==> config.mk <==
export PLATFORM = sky130hd
export DESIGN_NAME = edns_opt_record_parser_unit
export DESIGN_NICKNAME = d
export VERILOG_FILES = /design/src/design/eopt_pkg.sv /design/src/design/edns_opt_record_parser_unit.sv /design/src/design/eopt_core.sv
export SDC_FILE = /design/constraint.sdc
export NUM_CORES = 1
export LEC_CHECK = 0
export BUFFER_PORTS_ARGS = -buffer_cell sky130_fd_sc_hd__buf_4
export CAP_MARGIN = 20
export CORE_MARGIN = 4
export CORE_UTILIZATION = 35
export CTS_CLUSTER_DIAMETER = 40
export DETAILED_ROUTE_END_ITERATION = 12
export PLACE_DENSITY_LB_ADDON = 0.25
export SETUP_SLACK_MARGIN = 0.4
export SLEW_MARGIN = 5
export SYNTH_ARGS = -nofsm -noshare
export SYNTH_HDL_FRONTEND = slang
export SYNTH_SLANG_ARGS = --single-unit
==> constraint.sdc <==
create_clock -name clk -period 9.9 [get_ports clk]
set_input_delay 0 -clock clk [delete_from_list [all_inputs] [get_ports clk]]
set_output_delay 0 -clock clk [all_outputs]
set_load 0.005 [all_outputs]
==> src/design/eopt_pkg.sv <==
// Shared types and constants for the EDNS0 OPT record parser.
package eopt_pkg;

	// Default width of the buffer length and byte position counters.
	localparam int LENGTH_BITS_DEF = 16;

	// Record layout constants.
	localparam int MIN_RECORD     = 11;
	localparam int OPT_HDR_BYTES  = 4;
	localparam int OPT_TYPE       = 41;
	localparam int POS_TYPE       = 2;
	localparam int POS_PAYLOAD    = 4;
	localparam int POS_RCODE      = 5;
	localparam int POS_VERSION    = 6;
	localparam int POS_FLAGS      = 8;

	// Result kinds.
	typedef enum logic [1:0] {
		K_HEADER = 2'd0,
		K_DATA   = 2'd1,
		K_DONE   = 2'd2,
		K_ERROR  = 2'd3
	} kind_t;

	// Error codes.
	localparam logic [1:0] E_BAD_ARG   = 2'd0;
	localparam logic [1:0] E_TOO_FEW   = 2'd1;
	localparam logic [1:0] E_MALFORMED = 2'd2;

	// Parse phases, one-hot.
	typedef enum logic [5:0] {
		PH_HDR     = 6'b000001,
		PH_CODE_HI = 6'b000010,
		PH_CODE_LO = 6'b000100,
		PH_LEN_HI  = 6'b001000,
		PH_LEN_LO  = 6'b010000,
		PH_DATA    = 6'b100000
	} phase_t;

	// One result item.
	typedef struct packed {
		kind_t       kind;
		logic [15:0] option_code;
		logic [15:0] option_length;
		logic [7:0]  option_byte;
		logic [15:0] udp_payload;
		logic [7:0]  extended_rcode;
		logic [7:0]  edns_version;
		logic [15:0] flag_bits;
		logic [15:0] consumed;
		logic [1:0]  error_code;
		logic        last_of_run;
	} result_t;

	// Results caused by one byte: up to two, in order.
	typedef struct packed {
		logic [1:0] count;
		result_t    first;
		result_t    second;
	} step_out_t;

endpackage

==> src/design/edns_opt_record_parser_unit.sv <==
// Top level of the EDNS0 OPT record parser: stream ports, input and result registers.
// A byte waits in the input register; its results then go to the result register.
// Throughput: one byte per cycle; a byte with results stalls input while the result
// register cannot take them: it holds a pair, or holds one that is not being taken.
// Bytes that cause no result never wait for the result register.
// Reset (arst_n low, asynchronous) empties both registers and returns the parser
// to the record start state.
module edns_opt_record_parser_unit #(
	parameter int LENGTH_BITS = eopt_pkg::LENGTH_BITS_DEF
) (
	input  logic          clk,
	input  logic          arst_n,
	input  logic          s_tvalid,
	output logic          s_tready,
	input  logic [23:0]   s_tdata,  // data_byte[7:0], buffer_size[23:8]
	output logic          m_tvalid,
	input  logic          m_tready,
	output logic [111:0]  m_tdata,  // option_code, option_length, option_byte, udp_payload,
	                                // extended_rcode, edns_version, flag_bits, consumed,
	                                // error_code, zero fill
	output logic [1:0]    m_tuser,  // kind
	output logic          m_tlast   // last_of_run
);

	// Input register.
	logic                valid_s1;
	logic [7:0]          byte_s1;
	logic [15:0]         size_s1;

	// Result register: head is shown, tail follows when two results are pending.
	logic [1:0]          pend_s2;
	eopt_pkg::result_t   head_s2;
	eopt_pkg::result_t   tail_s2;

	eopt_pkg::step_out_t step_out;
	logic                s2_free;
	logic                advance;
	logic                take;

	eopt_core #(
		.LENGTH_BITS(LENGTH_BITS)
	) u_core (
		.clk        (clk),
		.arst_n     (arst_n),
		.step_en    (advance),
		.data_byte  (byte_s1),
		.buffer_size(size_s1),
		.step_out   (step_out)
	);

	// Handshake control.
	assign take     = m_tvalid && m_tready;
	assign s2_free  = (pend_s2 == 2'd0) || ((pend_s2 == 2'd1) && m_tready);
	assign advance  = valid_s1 && ((step_out.count == 2'd0) || s2_free);
	assign s_tready = !valid_s1 || advance;

	// Input register.
	always_ff @(posedge clk or negedge arst_n) begin
		if (!arst_n) begin
			valid_s1 <= 1'b0;
		end else if (s_tready) begin
			valid_s1 <= s_tvalid;
		end
	end

	always_ff @(posedge clk) begin
		if (s_tvalid && s_tready) begin
			byte_s1 <= s_tdata[7:0];
			size_s1 <= s_tdata[23:8];
		end
	end

	// Result register occupancy.
	always_ff @(posedge clk or negedge arst_n) begin
		if (!arst_n) begin
			pend_s2 <= 2'd0;
		end else if (advance && (step_out.count != 2'd0)) begin
			pend_s2 <= step_out.count;
		end else if (take) begin
			pend_s2 <= pend_s2 - 2'd1;
		end
	end

	// Result register payload.
	always_ff @(posedge clk) begin
		if (advance && (step_out.count != 2'd0)) begin
			head_s2 <= step_out.first;
			tail_s2 <= step_out.second;
		end else if (take && (pend_s2 == 2'd2)) begin
			head_s2 <= tail_s2;
		end
	end

	// Output packing.
	assign m_tvalid = (pend_s2 != 2'd0);
	assign m_tuser  = head_s2.kind;
	assign m_tlast  = head_s2.last_of_run;
	assign m_tdata  = {6'd0, head_s2.error_code, head_s2.consumed, head_s2.flag_bits,
		head_s2.edns_version, head_s2.extended_rcode, head_s2.udp_payload,
		head_s2.option_byte, head_s2.option_length, head_s2.option_code};

	// Two pending results: the shown one is not last, the held one is.
	assert property (@(posedge clk) disable iff (!arst_n)
		(pend_s2 == 2'd2) |-> (!head_s2.last_of_run && tail_s2.last_of_run))
		else $error("run marks of a result pair are wrong");

	// Occupancy never exceeds two.
	assert property (@(posedge clk) disable iff (!arst_n)
		pend_s2 != 2'd3)
		else $error("result register overfilled");

	// Taking the first of a pair leaves the second on show.
	assert property (@(posedge clk) disable iff (!arst_n)
		(take && (pend_s2 == 2'd2)) |=> (m_tvalid && m_tlast))
		else $error("second result of a pair lost");

	// An error result carries a defined error code.
	assert property (@(posedge clk) disable iff (!arst_n)
		(m_tvalid && (m_tuser == eopt_pkg::K_ERROR)) |-> (head_s2.error_code != 2'd3))
		else $error("undefined error code");

endmodule

==> src/design/eopt_core.sv <==
// Parse state and per-byte next-state logic of the EDNS0 OPT record parser.
module eopt_core #(
	parameter int LENGTH_BITS = eopt_pkg::LENGTH_BITS_DEF
) (
	input  logic                clk,
	input  logic                arst_n,
	input  logic                step_en,
	input  logic [7:0]          data_byte,
	input  logic [15:0]         buffer_size,
	output eopt_pkg::step_out_t step_out
);

	localparam int LB = LENGTH_BITS;
	localparam int SW = (LB > 16) ? LB : 16;
	localparam int CW = ((LB > 17) ? LB : 17) + 1;

	// Parse state.
	logic [LB-1:0]        byte_pos_q, byte_pos_d;
	logic [LB-1:0]        buf_left_q, buf_left_d;
	logic [15:0]          rdata_len_q, rdata_len_d;
	eopt_pkg::phase_t     phase_q, phase_d;
	logic [15:0]          opt_left_q, opt_left_d;
	logic [7:0]           acc_q, acc_d;
	logic [15:0]          code_q, code_d;
	logic [15:0]          payload_q, payload_d;
	logic [7:0]           rcode_q, rcode_d;
	logic [7:0]           version_q, version_d;
	logic [15:0]          flags_q, flags_d;
	logic                 skip_q, skip_d;

	// Per-byte working signals.
	logic [LB-1:0]        size_sat;
	logic [LB-1:0]        bl_dec;
	logic [LB-1:0]        bp_inc;
	logic [15:0]          field_word;
	logic [15:0]          opt_dec;
	logic [15:0]          rd_eff;
	logic                 prim_v;
	logic                 bnd_take;
	logic                 bnd_v;
	logic                 do_finish;
	eopt_pkg::result_t    prim;
	eopt_pkg::result_t    bnd;

	// Saturate the buffer size to the counter width.
	assign size_sat = (SW'(buffer_size) > SW'({LB{1'b1}})) ? {LB{1'b1}} : LB'(buffer_size);
	assign bl_dec     = buf_left_q - LB'(1);
	assign bp_inc     = byte_pos_q + LB'(1);
	assign field_word = {acc_q, data_byte};
	assign opt_dec    = (opt_left_q != 16'd0) ? (opt_left_q - 16'd1) : 16'd0;

	// Next-state and result logic for the byte held in the input register.
	always_comb begin
		byte_pos_d  = byte_pos_q;
		buf_left_d  = buf_left_q;
		rdata_len_d = rdata_len_q;
		phase_d     = phase_q;
		opt_left_d  = opt_left_q;
		acc_d       = acc_q;
		code_d      = code_q;
		payload_d   = payload_q;
		rcode_d     = rcode_q;
		version_d   = version_q;
		flags_d     = flags_q;
		skip_d      = skip_q;
		prim_v      = 1'b0;
		prim        = '0;
		bnd_take    = 1'b0;
		bnd_v       = 1'b0;
		bnd         = '0;
		rd_eff      = rdata_len_q;
		do_finish   = 1'b0;

		if (buf_left_q == '0) begin
			// First byte of a record: owner must be the root.
			skip_d     = 1'b0;
			phase_d    = eopt_pkg::PH_HDR;
			byte_pos_d = '0;
			if (size_sat == '0) begin
				prim_v          = 1'b1;
				prim.kind       = eopt_pkg::K_ERROR;
				prim.error_code = eopt_pkg::E_BAD_ARG;
			end else begin
				buf_left_d = size_sat - LB'(1);
				if (size_sat < LB'(eopt_pkg::MIN_RECORD)) begin
					prim_v          = 1'b1;
					prim.kind       = eopt_pkg::K_ERROR;
					prim.error_code = eopt_pkg::E_TOO_FEW;
					do_finish       = 1'b1;
				end else if (data_byte != 8'd0) begin
					prim_v          = 1'b1;
					prim.kind       = eopt_pkg::K_ERROR;
					prim.error_code = eopt_pkg::E_MALFORMED;
					do_finish       = 1'b1;
				end else begin
					byte_pos_d = LB'(1);
				end
			end
		end else if (skip_q) begin
			// Drop the rest of the buffer.
			buf_left_d = bl_dec;
			if (bl_dec == '0) begin
				skip_d = 1'b0;
			end
		end else begin
			buf_left_d = bl_dec;
			byte_pos_d = bp_inc;
			unique case (phase_q)
				eopt_pkg::PH_HDR: begin
					if (byte_pos_q == LB'(eopt_pkg::POS_RCODE)) begin
						rcode_d = data_byte;
					end else if (byte_pos_q == LB'(eopt_pkg::POS_VERSION)) begin
						version_d = data_byte;
					end else if (byte_pos_q[0]) begin
						acc_d = data_byte;
					end else if (byte_pos_q == LB'(eopt_pkg::POS_TYPE)) begin
						if (field_word != 16'(eopt_pkg::OPT_TYPE)) begin
							prim_v          = 1'b1;
							prim.kind       = eopt_pkg::K_ERROR;
							prim.error_code = eopt_pkg::E_MALFORMED;
							do_finish       = 1'b1;
						end
					end else if (byte_pos_q == LB'(eopt_pkg::POS_PAYLOAD)) begin
						payload_d = field_word;
					end else if (byte_pos_q == LB'(eopt_pkg::POS_FLAGS)) begin
						flags_d = field_word;
					end else begin
						// Last byte of rdlength.
						rdata_len_d = field_word;
						rd_eff      = field_word;
						if (SW'(bl_dec) < SW'(field_word)) begin
							prim_v          = 1'b1;
							prim.kind       = eopt_pkg::K_ERROR;
							prim.error_code = eopt_pkg::E_TOO_FEW;
							do_finish       = 1'b1;
						end else begin
							bnd_take = 1'b1;
						end
					end
				end
				eopt_pkg::PH_CODE_HI: begin
					acc_d   = data_byte;
					phase_d = eopt_pkg::PH_CODE_LO;
				end
				eopt_pkg::PH_CODE_LO: begin
					code_d  = field_word;
					phase_d = eopt_pkg::PH_LEN_HI;
				end
				eopt_pkg::PH_LEN_HI: begin
					acc_d   = data_byte;
					phase_d = eopt_pkg::PH_LEN_LO;
				end
				eopt_pkg::PH_LEN_LO: begin
					if (SW'(bl_dec) < SW'(field_word)) begin
						prim_v          = 1'b1;
						prim.kind       = eopt_pkg::K_ERROR;
						prim.error_code = eopt_pkg::E_TOO_FEW;
						do_finish       = 1'b1;
					end else begin
						prim_v             = 1'b1;
						prim.kind          = eopt_pkg::K_HEADER;
						prim.option_code   = code_q;
						prim.option_length = field_word;
						if (field_word == 16'd0) begin
							bnd_take = 1'b1;
						end else begin
							opt_left_d = field_word;
							phase_d    = eopt_pkg::PH_DATA;
						end
					end
				end
				eopt_pkg::PH_DATA: begin
					prim_v           = 1'b1;
					prim.kind        = eopt_pkg::K_DATA;
					prim.option_byte = data_byte;
					opt_left_d       = opt_dec;
					if (opt_dec == 16'd0) begin
						bnd_take = 1'b1;
					end
				end
				default: begin
					phase_d = eopt_pkg::PH_HDR;
				end
			endcase
		end

		// Option boundary: record end, short header, or the next option.
		if (bnd_take) begin
			if (CW'(bp_inc) >= CW'(rd_eff) + CW'(eopt_pkg::MIN_RECORD)) begin
				bnd_v              = 1'b1;
				bnd.kind           = eopt_pkg::K_DONE;
				bnd.udp_payload    = payload_q;
				bnd.extended_rcode = rcode_q;
				bnd.edns_version   = version_q;
				bnd.flag_bits      = flags_q;
				bnd.consumed       = 16'(bp_inc);
				do_finish          = 1'b1;
			end else if (bl_dec < LB'(eopt_pkg::OPT_HDR_BYTES)) begin
				bnd_v          = 1'b1;
				bnd.kind       = eopt_pkg::K_ERROR;
				bnd.error_code = eopt_pkg::E_TOO_FEW;
				do_finish      = 1'b1;
			end else begin
				phase_d = eopt_pkg::PH_CODE_HI;
			end
		end

		// Close the record; skip whatever is left of the buffer.
		if (do_finish) begin
			phase_d    = eopt_pkg::PH_HDR;
			byte_pos_d = '0;
			opt_left_d = 16'd0;
			skip_d     = (buf_left_d != '0);
		end
	end

	// Order the results; the last one of the byte carries the run mark.
	always_comb begin
		step_out.count              = {1'b0, prim_v} + {1'b0, bnd_v};
		step_out.first              = prim_v ? prim : bnd;
		step_out.first.last_of_run  = (prim_v != bnd_v);
		step_out.second             = bnd;
		step_out.second.last_of_run = 1'b1;
	end

	// State registers advance once per processed byte.
	always_ff @(posedge clk or negedge arst_n) begin
		if (!arst_n) begin
			byte_pos_q  <= '0;
			buf_left_q  <= '0;
			rdata_len_q <= '0;
			phase_q     <= eopt_pkg::PH_HDR;
			opt_left_q  <= '0;
			acc_q       <= '0;
			code_q      <= '0;
			payload_q   <= '0;
			rcode_q     <= '0;
			version_q   <= '0;
			flags_q     <= '0;
			skip_q      <= 1'b0;
		end else if (step_en) begin
			byte_pos_q  <= byte_pos_d;
			buf_left_q  <= buf_left_d;
			rdata_len_q <= rdata_len_d;
			phase_q     <= phase_d;
			opt_left_q  <= opt_left_d;
			acc_q       <= acc_d;
			code_q      <= code_d;
			payload_q   <= payload_d;
			rcode_q     <= rcode_d;
			version_q   <= version_d;
			flags_q     <= flags_d;
			skip_q      <= skip_d;
		end
	end

	// A skipped buffer always has bytes left to drop.
	assert property (@(posedge clk) disable iff (!arst_n)
		skip_q |-> (buf_left_q != '0))
		else $error("skip set with an empty buffer");

	// Option data is only walked with a nonzero count.
	assert property (@(posedge clk) disable iff (!arst_n)
		(phase_q == eopt_pkg::PH_DATA) |-> (opt_left_q != 16'd0))
		else $error("data phase with no option bytes left");

	// A second result is always the record end or an error.
	assert property (@(posedge clk) disable iff (!arst_n)
		(step_out.count == 2'd2) |->
		(step_out.second.kind == eopt_pkg::K_DONE || step_out.second.kind == eopt_pkg::K_ERROR))
		else $error("second result of a byte is neither done nor error");

endmodule

==> flow_summary.yaml <==
logic_synthesis:
  synth_cell_type_count: 77
  synth.avg_cell_area_um2: 11.2
  yosysMostFrequentCell: "edfxtp_1"
  ys_ff_latch: 345
  yosys_warnings: 0
  synth_edf_count: 199
  postSynthCellCount: 1514
  synthFlopType: "edfxtp_1"
  synth_top_area_share_pct: 35.2
  synth_common_cells: "edfxtp_1, dfrtp_1, nand2_1"
  yosys-top-cells-area: "edfxtp_1, dfrtp_1, mux2_2, ha_1, a22o_1"
  ys_seq_area_share_pct: 56.7
  netlist_area_um2: 17000
  synthArstFlopShare_pct: 42.3
  yosysTopAreaCell: "edfxtp_1"
route:
  drt_iter0_markers: 940
  drc: 0
  ant_nets: 0
  routedWlPerCell_um: 20.5
  routed_wl_mm: 47.9
  firstDrtPassIters: 5
  num_vias: 12474
  via_per_inst: 5.34
hold_path:
  hold_class: "in -> async"
placed_design:
  gp_congestion: 0.872
  port_buffers: 138
  dp_hpwl_mm: 32.7
  place_inst: 2200
clock_tree:
  clk_latency_ns: 0.62
  htree_levels: 2
  clk_pin_slew_ns: 0.05
  cts_inserted_buffers: 57
  cts.sink_count: 345
  cts_tree: "yes"
  root_buffer: "clkbuf_16"
  cts_buffer_depth: 3
  cts_resized: 0
power:
  p_leak_nw: 8.61
  p_per_area_nw_per_um2: 244
  peakVddDrop_v: 0.000148
layout:
  multi_input_area_um2: 6730
  diodes: 0
  final_nets: 1748
  layout-drive-gt1-share_pct: 20.3
  fill_cells: 4520
  layoutNonFillerInstCount: 2337
  area_growth_pct: 23.5
  seq_area_um2: 9630
job:
  drv_cap: 0
setup_path:
  cpPeakStageDelay_ns: 0.54
  critPathMaxFanout: 31
  critPathKind: "reg -> reg"
  reg2reg_from: "u_core.buf_left_q[0]"
  crit_slowest_cell: "or3b_2"
  arrival_ns: 8.45
  r2r_slack_ns: 1.86
  path_buf_inv: 6
  cp-start-kind: "flip-flop"
  required_ns: 10.32
  endpoint_kind: "flip-flop"
  crit_family: "simple AND/OR/NAND/NOR gates"
  r2r-end: "m_tdata[91]"
  rr_worst_depth: 34
grt:
  grt_usage_pct: 18.0
  grt_max_degree: 91
  grt_pass1_vias: 12454
  grt_overflow: 0
  antenna_found_initial: 1
  grt_pass1_wl_mm: 74.3
sta:
  finalMaxSlewViolations: 0
  finalCritPeriodShare_pct: 81.2
  worstMarginPinSlew_ns: 1.02
  finalSetupViolCount: 0
  rsz0062_at_grt: "false"
  fin_tns_setup_ns: 0
  timing.fmax_mhz: 124
  max_slew_margin_pct: 31.3
  fin_skew_ns: 0.0303
  finalCriticalPeriod_ns: 8.04
  finalHoldViolCount: 0
floorplanning:
  fp.dieArea_um2: 52100
  initial_core_util_pct: 35.5
  die_w_um: 228
  coreArea_um2: 47800
  fp.dieH_um: 228
  io_pins: 145
  rows: 80
status:
  status: "finished, final reports clean"
metrics by stage:
stage               worst slack (ns)  utilization (%)  power [mW]  hold slack [ns]  instance area, um2
floorplan                      0.623                -        2.58           -0.296               17000
global placement                2.12             38.9        3.03            0.155               18600
detailed placement              1.83             38.9        3.04            0.156               18600
CTS                             1.80             43.8        5.15           0.0628               20900
global route                    1.01             43.8        5.36           0.0870               21000
finish                          1.86             43.8        5.11           0.0434               21000
cells in the final DEF, fill, tap and decap left out, types with 45 or more instances in the layout:
cell type,netlist,final
a21oi_1,47,47
a22o_1,59,59
and2_1,69,69
buf_4,8,162
clkbuf_16,0,59
dfrtp_1,145,145
edfxtp_1,199,199
ha_1,46,46
inv_1,56,55
mux2_2,55,55
nand2_1,127,126
nor2_1,101,100
nor3_1,45,45
o21ai_0,103,102
xnor2_1,46,46
how the worst max path moves through the flow:
stage / start / end / slack (ns) / depth (start not counted)
detailed placement: u_core.buf_left_q[0] / m_tdata[91] / 1.83 / 34
global placement: u_core.buf_left_q[0] / m_tdata[15] / 2.12 / 35
floorplan: u_core.buf_left_q[0] / m_tdata[0] / 0.62 / 33
finish: u_core.buf_left_q[0] / m_tdata[91] / 1.86 / 34
CTS: u_core.buf_left_q[0] / m_tdata[91] / 1.80 / 34
global route: u_core.buf_left_q[0] / m_tdata[91] / 1.01 / 36
repair_timing:
action                                 4_1_cts  5_1_grt
setup buffers                                0        0
hold buffers                                28        0
endpoints found under the hold margin      115        0
registers in the layout, indices dropped and copies added (netlist names), 16 cells and up:
register	cells
u_core.opt_left_q	16
size_s1	16
u_core.rdata_len_q	16
u_core.flags_q	16
m_tdata	106
tail_s2	66
u_core.buf_left_q	16
u_core.byte_pos_q	16
u_core.payload_q	16
u_core.code_q	16
kinds of logic after synthesis:
group / synth area share, %
buf+inv: 3.90
xor+xnor: 3.30
mux: 3.83
fa+ha+maj: 3.39
simple gates: 15.7
compound gates: 13.1
other cells: 0.0221
flops: 56.7
metal layers:
| metal | vias to the layer above | share of wire, % | track usage, % |
|---|---|---|---|
| met1 | 6125 | 44 | 24.2 |
| met3 | 78 | 6.1 | 3.88 |
| li1 | 5878 | - | - |
| met2 | 391 | 48 | 29.6 |
| met5 | - | 0.031 | 0 |
| met4 | 2 | 2.5 | 5.19 |
report_power, final:
part           switching (mW)  internal [mW]
combinational           0.651          0.436
sequential              0.204           1.74
clock                   0.774           1.31
total                    1.63           3.48
worst register-to-register path, delay by kind of cell, from the launching register on:
kind            cells  cell delay, ns
flops               1            0.45
fa+ha+maj           4            0.81
compound gates      9            1.92
simple gates       14            3.19
xor+xnor            1            0.21
buf+inv             6            1.26
cell type report:
cell class	count	share of cell area [%]
clock buffers	65	7.34
repair buffers	193	7.34
flip-flops and latches	345	45.9
clock inverters	42	2.53
inverters	60	1.07
well taps	615	3.67
multi-input cells	1017	32.1
No activity file was read; power rests on OpenSTA's default activity.
